File: src/sv/hpve_pkg.sv
// Package for the held-position velocity estimator.
// Field widths, register indexes, reset values and adder op codes.
// No dependencies.
package hpve_pkg;

  localparam int VEL_W = 54;
  localparam int SR_W = 20;
  localparam int HL_W = 16;
  localparam int SR_IDX_W = $clog2(SR_W);

  localparam int POSITION_WIDTH_DEF = 32;
  localparam int COUNT_WIDTH_DEF = 16;

  localparam int CFG_IDX_W = 1;
  localparam int CFG_DATA_W = SR_W;

  localparam logic [CFG_IDX_W-1:0] REG_SAMPLE_RATE = 1'd0;
  localparam logic [CFG_IDX_W-1:0] REG_HOLD_LIMIT = 1'd1;

  localparam logic [SR_W-1:0] SAMPLE_RATE_RST = 20'd1000;
  localparam logic [HL_W-1:0] HOLD_LIMIT_RST = 16'd100;

  localparam logic ALU_ADD = 1'b0;
  localparam logic ALU_SUB = 1'b1;

endpackage

File: src/sv/hpve_addsub.sv
// Shared add/subtract unit of the velocity estimator.
// Result carries one extra bit: borrow on subtract, carry on add.
// Depends on hpve_pkg.
module hpve_addsub import hpve_pkg::*; #(
  parameter int W = 54
) (
  input  logic         op,
  input  logic [W-1:0] a,
  input  logic [W-1:0] b,
  output logic [W:0]   res
);

  always_comb begin
    if (op == ALU_SUB) begin
      res = {1'b0, a} - {1'b0, b};
    end else begin
      res = {1'b0, a} + {1'b0, b};
    end
  end

endmodule

File: src/sv/held_position_velocity_estimator.sv
// Held-position velocity estimator, top level.
// Uses hpve_pkg and one hpve_addsub shared for abs, multiply, divide and negate.
//
//   channel | handshake               | payload
//   in      | in_valid / in_stall     | in_position
//   out     | out_valid / out_stall   | out_velocity, out_held, out_timed_out
//   cfg     | cfg_valid / cfg_ready   | cfg_index, cfg_data
//
// First sample and unchanged position: result registered on accept, valid in the cycle after.
// Changed position: states ABS, MUL and DIV, then a negate/saturate step before output,
//   all on the shared adder doing one multiply bit and one restoring divide bit per cycle.
// One item in flight; in_stall is high while it is worked on or the output is stalled.
// Reset is synchronous; registers return to sample_rate 1000, hold_limit 100.
// cfg_ready is always high.
module held_position_velocity_estimator import hpve_pkg::*; #(
  parameter int POSITION_WIDTH = POSITION_WIDTH_DEF,
  parameter int COUNT_WIDTH = COUNT_WIDTH_DEF
) (
  input  logic                             clk,
  input  logic                             rst_n,
  input  logic                             in_valid,
  output logic                             in_stall,
  input  logic signed [POSITION_WIDTH-1:0] in_position,
  output logic                             out_valid,
  input  logic                             out_stall,
  output logic signed [VEL_W-1:0]          out_velocity,
  output logic                             out_held,
  output logic                             out_timed_out,
  input  logic                             cfg_valid,
  output logic                             cfg_ready,
  input  logic [CFG_IDX_W-1:0]             cfg_index,
  input  logic [CFG_DATA_W-1:0]            cfg_data
);

  localparam int MAG_W = POSITION_WIDTH + 1;
  localparam int PROD_W = MAG_W + SR_W;
  localparam int EXT_W = (PROD_W > VEL_W) ? PROD_W : VEL_W;
  localparam int LIM_W = (COUNT_WIDTH > HL_W) ? COUNT_WIDTH : HL_W;
  localparam int STEP_W = $clog2(PROD_W + 1);

  localparam logic [EXT_W-1:0] VNEG = EXT_W'(1) << (VEL_W - 1);
  localparam logic [EXT_W-1:0] VPOS = VNEG - EXT_W'(1);

  localparam logic [1:0] ST_IDLE = 2'd0;
  localparam logic [1:0] ST_ABS = 2'd1;
  localparam logic [1:0] ST_MUL = 2'd2;
  localparam logic [1:0] ST_DIV = 2'd3;

  logic [1:0]                state_r;
  logic                      fin_r;
  logic                      first_r;
  logic [POSITION_WIDTH-1:0] last_pos_r;
  logic [VEL_W-1:0]          last_vel_r;
  logic [COUNT_WIDTH-1:0]    hold_cnt_r;
  logic [SR_W-1:0]           rate_r;
  logic [HL_W-1:0]           limit_r;
  logic                      neg_r;
  logic [MAG_W-1:0]          mag_r;
  logic [EXT_W-1:0]          acc_r;
  logic [COUNT_WIDTH-1:0]    rem_r;
  logic [STEP_W-1:0]         step_r;

  logic                      out_valid_r;
  logic [VEL_W-1:0]          out_vel_r;
  logic                      out_held_r;
  logic                      out_tout_r;

  logic                      in_acc;
  logic                      out_free;
  logic                      out_load;
  logic                      same;
  logic [MAG_W-1:0]          diff;
  logic [COUNT_WIDTH-1:0]    cnt_inc;
  logic [COUNT_WIDTH-1:0]    divisor;
  logic                      inc_tout;
  logic                      one_tout;
  logic                      alu_op;
  logic [EXT_W-1:0]          alu_a;
  logic [EXT_W-1:0]          alu_b;
  logic [EXT_W:0]            alu_res;
  logic [COUNT_WIDTH:0]      trial;
  logic                      div_ok;
  logic                      sat;
  logic [VEL_W-1:0]          vel_nxt;

  assign cfg_ready = 1'b1;
  assign out_valid = out_valid_r;
  assign out_velocity = out_vel_r;
  assign out_held = out_held_r;
  assign out_timed_out = out_tout_r;

  assign out_free = !out_valid_r || !out_stall;
  assign in_stall = (state_r != ST_IDLE) || fin_r || !out_free;
  assign in_acc = in_valid && !in_stall;

  assign same = (in_position == last_pos_r);
  assign diff = {in_position[POSITION_WIDTH-1], in_position}
              - {last_pos_r[POSITION_WIDTH-1], last_pos_r};

  assign out_load = (fin_r && out_free) || (in_acc && (first_r || same));

  assign cnt_inc = (hold_cnt_r == '1) ? hold_cnt_r : hold_cnt_r + COUNT_WIDTH'(1);
  assign divisor = (hold_cnt_r == '0) ? COUNT_WIDTH'(1) : hold_cnt_r;
  assign inc_tout = (LIM_W'(cnt_inc) >= LIM_W'(limit_r));
  assign one_tout = (LIM_W'(1) >= LIM_W'(limit_r));

  assign trial = {rem_r, acc_r[PROD_W-1]};

  always_comb begin
    alu_op = ALU_ADD;
    alu_a = '0;
    alu_b = '0;
    if (fin_r) begin
      alu_op = ALU_SUB;
      alu_b = acc_r;
    end else begin
      unique case (state_r)
        ST_ABS: begin
          alu_op = ALU_SUB;
          alu_b = EXT_W'(mag_r);
        end
        ST_MUL: begin
          alu_a = EXT_W'({acc_r[PROD_W-2:0], 1'b0});
          alu_b = rate_r[step_r[SR_IDX_W-1:0]] ? EXT_W'(mag_r) : '0;
        end
        ST_DIV: begin
          alu_op = ALU_SUB;
          alu_a = EXT_W'(trial);
          alu_b = EXT_W'(divisor);
        end
        default: begin
        end
      endcase
    end
  end

  hpve_addsub #(.W(EXT_W)) u_addsub (
    .op  (alu_op),
    .a   (alu_a),
    .b   (alu_b),
    .res (alu_res)
  );

  assign div_ok = !alu_res[EXT_W];

  always_comb begin
    sat = neg_r ? (acc_r > VNEG) : (acc_r > VPOS);
    if (neg_r) begin
      vel_nxt = sat ? VNEG[VEL_W-1:0] : alu_res[VEL_W-1:0];
    end else begin
      vel_nxt = sat ? VPOS[VEL_W-1:0] : acc_r[VEL_W-1:0];
    end
  end

  always_ff @(posedge clk) begin
    if (!rst_n) begin
      state_r <= ST_IDLE;
      fin_r <= 1'b0;
      first_r <= 1'b1;
      last_pos_r <= '0;
      last_vel_r <= '0;
      hold_cnt_r <= COUNT_WIDTH'(1);
      rate_r <= SAMPLE_RATE_RST;
      limit_r <= HOLD_LIMIT_RST;
      out_valid_r <= 1'b0;
    end else begin
      if (out_load) begin
        out_valid_r <= 1'b1;
      end else if (out_valid_r && !out_stall) begin
        out_valid_r <= 1'b0;
      end

      if (cfg_valid && cfg_ready) begin
        unique case (cfg_index)
          REG_SAMPLE_RATE: rate_r <= cfg_data;
          REG_HOLD_LIMIT:  limit_r <= cfg_data[HL_W-1:0];
          default: begin
          end
        endcase
      end

      if (fin_r) begin
        if (out_free) begin
          out_vel_r <= one_tout ? '0 : vel_nxt;
          out_held_r <= 1'b0;
          out_tout_r <= one_tout;
          last_vel_r <= vel_nxt;
          hold_cnt_r <= COUNT_WIDTH'(1);
          fin_r <= 1'b0;
        end
      end else begin
        unique case (state_r)
          ST_IDLE: begin
            if (in_acc) begin
              if (first_r) begin
                first_r <= 1'b0;
                last_pos_r <= in_position;
                out_vel_r <= '0;
                out_held_r <= 1'b0;
                out_tout_r <= 1'b0;
              end else if (same) begin
                hold_cnt_r <= cnt_inc;
                out_vel_r <= inc_tout ? '0 : last_vel_r;
                out_held_r <= 1'b1;
                out_tout_r <= inc_tout;
              end else begin
                last_pos_r <= in_position;
                mag_r <= diff;
                neg_r <= diff[MAG_W-1];
                state_r <= ST_ABS;
              end
            end
          end
          ST_ABS: begin
            if (neg_r) begin
              mag_r <= alu_res[MAG_W-1:0];
            end
            acc_r <= '0;
            step_r <= STEP_W'(SR_W - 1);
            state_r <= ST_MUL;
          end
          ST_MUL: begin
            acc_r <= alu_res[EXT_W-1:0];
            if (step_r == '0) begin
              rem_r <= '0;
              step_r <= STEP_W'(PROD_W - 1);
              state_r <= ST_DIV;
            end else begin
              step_r <= step_r - STEP_W'(1);
            end
          end
          ST_DIV: begin
            acc_r <= EXT_W'({acc_r[PROD_W-2:0], div_ok});
            rem_r <= div_ok ? alu_res[COUNT_WIDTH-1:0] : trial[COUNT_WIDTH-1:0];
            if (step_r == '0) begin
              fin_r <= 1'b1;
              state_r <= ST_IDLE;
            end else begin
              step_r <= step_r - STEP_W'(1);
            end
          end
          default: state_r <= ST_IDLE;
        endcase
      end
    end
  end

  a_cnt_nonzero: assert property (@(posedge clk) disable iff (!rst_n)
    hold_cnt_r != '0)
    else $error("hold count reached zero");

  a_rem_below_div: assert property (@(posedge clk) disable iff (!rst_n)
    (state_r == ST_DIV && !fin_r) |-> (rem_r < divisor))
    else $error("divide remainder not below divisor");

  a_tout_zero: assert property (@(posedge clk) disable iff (!rst_n)
    (out_valid_r && out_tout_r) |-> (out_vel_r == '0))
    else $error("timed-out item with nonzero velocity");

  a_abs_to_mul: assert property (@(posedge clk) disable iff (!rst_n)
    (state_r == ST_ABS && !fin_r) |=> (state_r == ST_MUL && step_r == STEP_W'(SR_W - 1)))
    else $error("multiply did not start after abs step");

endmodule
File: config.mk
export PLATFORM = sky130hd
export DESIGN_NAME = held_position_velocity_estimator
export DESIGN_NICKNAME = d
export VERILOG_FILES = /design/src/sv/hpve_pkg.sv /design/src/sv/hpve_addsub.sv /design/src/sv/held_position_velocity_estimator.sv
export SDC_FILE = /design/constraint.sdc
export NUM_CORES = 1
export LEC_CHECK = 0
export BUFFER_PORTS_ARGS = -buffer_cell sky130_fd_sc_hd__buf_2
export CORE_MARGIN = 2
export CORE_UTILIZATION = 55
export DETAILED_ROUTE_END_ITERATION = 6
export PLACE_DENSITY = 0.71
export SYNTH_ARGS = -nofsm -noshare
export SYNTH_HDL_FRONTEND = slang
export SYNTH_SLANG_ARGS = --single-unit
File: constraint.sdc
create_clock -name clk -period 9.2 [get_ports clk]
set_input_delay 0.46 -clock clk [delete_from_list [all_inputs] [get_ports clk]]
set_output_delay 0.46 -clock clk [all_outputs]
set_load 0.005 [all_outputs]
==> impl_metrics.toml <==
[cells_and_area]
fin_nets = 2585
drive_above_1_share = 0.108
diodes = 0
regArea_mm2 = 0.00785
syn2layout_area_growth_pct = 10.1
final_core_util = 0.616
multi_input_area_mm2 = 0.0118
fill_cells = 3228

[worst_setup_path]
cp.depth = 26
startpoint = "step_r[0]"
reg2reg_to = "out_velocity[53]"
ff2ff_path_depth = 26
worstPathArrival_ns = 7.87
crit_required_ns = 9.50
crit_type = "flip-flop to flip-flop"
endpoint = "out_velocity[53]"
path_delay_family = "compound AO/OA/AOI/OAI gates"
max_stage_delay_ns = 0.61
path_buf_inv = 0
cp-start-kind = "flip-flop"
path_common_cell = "o21ai_1"
cp_slowest_cell = "edfxtp_1"
cp-end-kind = "flip-flop"
worstPathMaxFanout = 53
r2r-start = "step_r[0]"
rrSetupSlack_ns = 1.62

[clock_tree]
cts-root-buf = "clkbuf_16"
cts_buffers = 37
hold_buffers = 0
path_clk_slew_ns = 0.06
h-tree-depth = 2
clk_latency_ns = 0.56
clkSinkCount = 309
post-cts-setup-buffers = 0
cts_tree = "done"
cts-resized-gates = 0
clockBufferDepth = 3

[synth]
synth_warnings = 0
synth_most_common_cell = "nand2_1"
avgSynthCellArea_um2 = 8.60
synth_area_mm2 = 0.0205
synthDistinctLibCells = 93
synth_ff_type = "edfxtp_1"
yosysSeqAreaShare = 0.382
ys_ff_latch = 309
synth-edff-count = 166
yosys.area.top_type = "edfxtp_1"
async_flop_share = 0
yosys.area.top_type_share = 0.243
synth_nets = 2556
syn-instance-count = 2386
synthTopCellsByCount = "nand2_1 (332), a21oi_1 (233), nor2_1 (181)"
synth_area_leaders = "edfxtp_1 (24%), dfxtp_1 (14%), ha_1 (6.7%)"

[power]
leakagePower_nw = 9.04
fin_total_pwr_mw = 8.52
ir_drop_v = 0.000197
p_per_area_mw_per_mm2 = 377

[grt]
grt_overflow = 0
antenna_found_initial = 0
track_usage = 0.321
grt_max_degree = 85
grt_pass1_vias = 17600
grt_pass1_wl_um = 98500

[die]
ioPinCount = 117
core-area_mm2 = 0.0367
die_area_mm2 = 0.0389
start_util = 0.559
chipHeight_um = 197
rows = 70
die_w_um = 197

[routing]
routed_wl_um = 62400
wl_per_cell_um = 21.4
via_per_inst = 6.40
num_vias = 18600
drc_errors = 0
drtIter0Drc = 1820
ant_nets = 0
dr.pass1.iters = 6

[sta]
skew_ns = 0.0207
slew-limit-headroom = 0.164
rsz0062_at_grt = "no"
final.min_clock_period_ns = 7.58
worst_pin_slew_ns = 1.25
period_share = 0.823
finalHoldViolations = 0
finalSetupTns_ns = 0
setup_viol = 0
slew_viol_final = 0
max_freq_mhz = 132

[status]
status = "finished, final reports clean"

[place]
hpwl_um = 44500
place_congestion = 0.967
portBuffers = 115

[hold_path]
min_path_type = "input port to flip-flop"

[job]
cap_violations = 0
-- tightest hold or removal path, delay by kind of cell --
family | cells | cell delay [ns]
buffers and inverters | 1 | 0.09
AND/OR/NAND/NOR | 2 | 0.11
-- metal layers --
layer | track usage | vias to the layer above | routed length [um]
met5 | 0 | - | 0
met4 | 0.106 | 0 | 1830
met3 | 0.0519 | 106 | 5000
met2 | 0.498 | 796 | 27800
met1 | 0.456 | 8890 | 27800
li1 | - | 8844 | -
-- metrics by stage --
| step | cells | hold slack (ns) | cell area (um2) | setup slack [ns] |
|---|---|---|---|---|
| after floorplan | 2386 | 0.425 | 20500 | 2.93 |
| after global placement | 2844 | 0.434 | 21300 | 1.96 |
| after detailed placement | 2844 | 0.442 | 21300 | 1.64 |
| after CTS | 2912 | 0.129 | 22600 | 1.63 |
| after global routing | 2912 | 0.145 | 22600 | 1.12 |
| final | 2912 | 0.148 | 22600 | 1.62 |
-- logic make-up after synthesis --
| logic type | count (synthesis) | share of synthesized area |
|---|---|---|
| and+or+nand+nor | 799 | 0.179 |
| AOI/OAI and AO/OA | 791 | 0.261 |
| DFF | 309 | 0.382 |
| buffers and inverters | 234 | 0.0447 |
| xor gates and xnor gates | 115 | 0.0491 |
| adders and majority gates | 112 | 0.0690 |
| muxes | 25 | 0.0148 |
| other | 1 | 0.000183 |
-- how the worst min path moves through the flow --
stage	start	to	slack, ns	cells past startpoint
2_1_floorplan	last_vel_r[3]	last_vel_r[3]	0.42	2
3_3_place_gp	last_vel_r[6]	last_vel_r[6]	0.43	2
3_5_place_dp	last_vel_r[7]	last_vel_r[7]	0.44	2
4_1_cts	cfg_data[19]	rate_r[19]	0.13	3
5_1_grt	cfg_data[18]	rate_r[18]	0.15	3
6_report	cfg_data[7]	rate_r[7]	0.15	3
-- where the power goes --
group / leakage, nW / switching (mW) / internal (mW)
clock network: 0.620 / 0.599 / 0.924
logic: 5.71 / 3.39 / 1.66
registers: 2.71 / 0.192 / 1.76
-- sequential cells by signal (all words and copies together) (netlist names), 20 cells and up --
name / flops
out_velocity: 54
last_pos_r: 32
mag_r: 33
acc_r: 54
last_vel_r: 54
rate_r: 20
-- placed cells by master (no fill, tap or decap), drive strengths merged, types with 23 or more instances in the layout --
cell type,instances
nand2,332
a21oi,234
nor2,183
edfxtp,166
o21ai,160
dfxtp,143
buf,139
a22o,116
ha,110
inv,87
and3,63
xor2,58
xnor2,57
clkbuf,52
a21o,50
nand3,48
nor3,39
a22oi,34
a31oi,23
-- final cells by class --
| class | count | area share |
|---|---|---|
| Multi-Input combinational cell | 1843 | 0.523 |
| Sequential cell | 309 | 0.347 |
| Clock buffer | 52 | 0.0485 |
| Timing Repair Buffer | 139 | 0.0334 |
| Tap cell | 468 | 0.0259 |
| Inverter | 85 | 0.0141 |
| Clock inverter | 16 | 0.00780 |
Note: power is estimated with default switching activity, not from simulation.
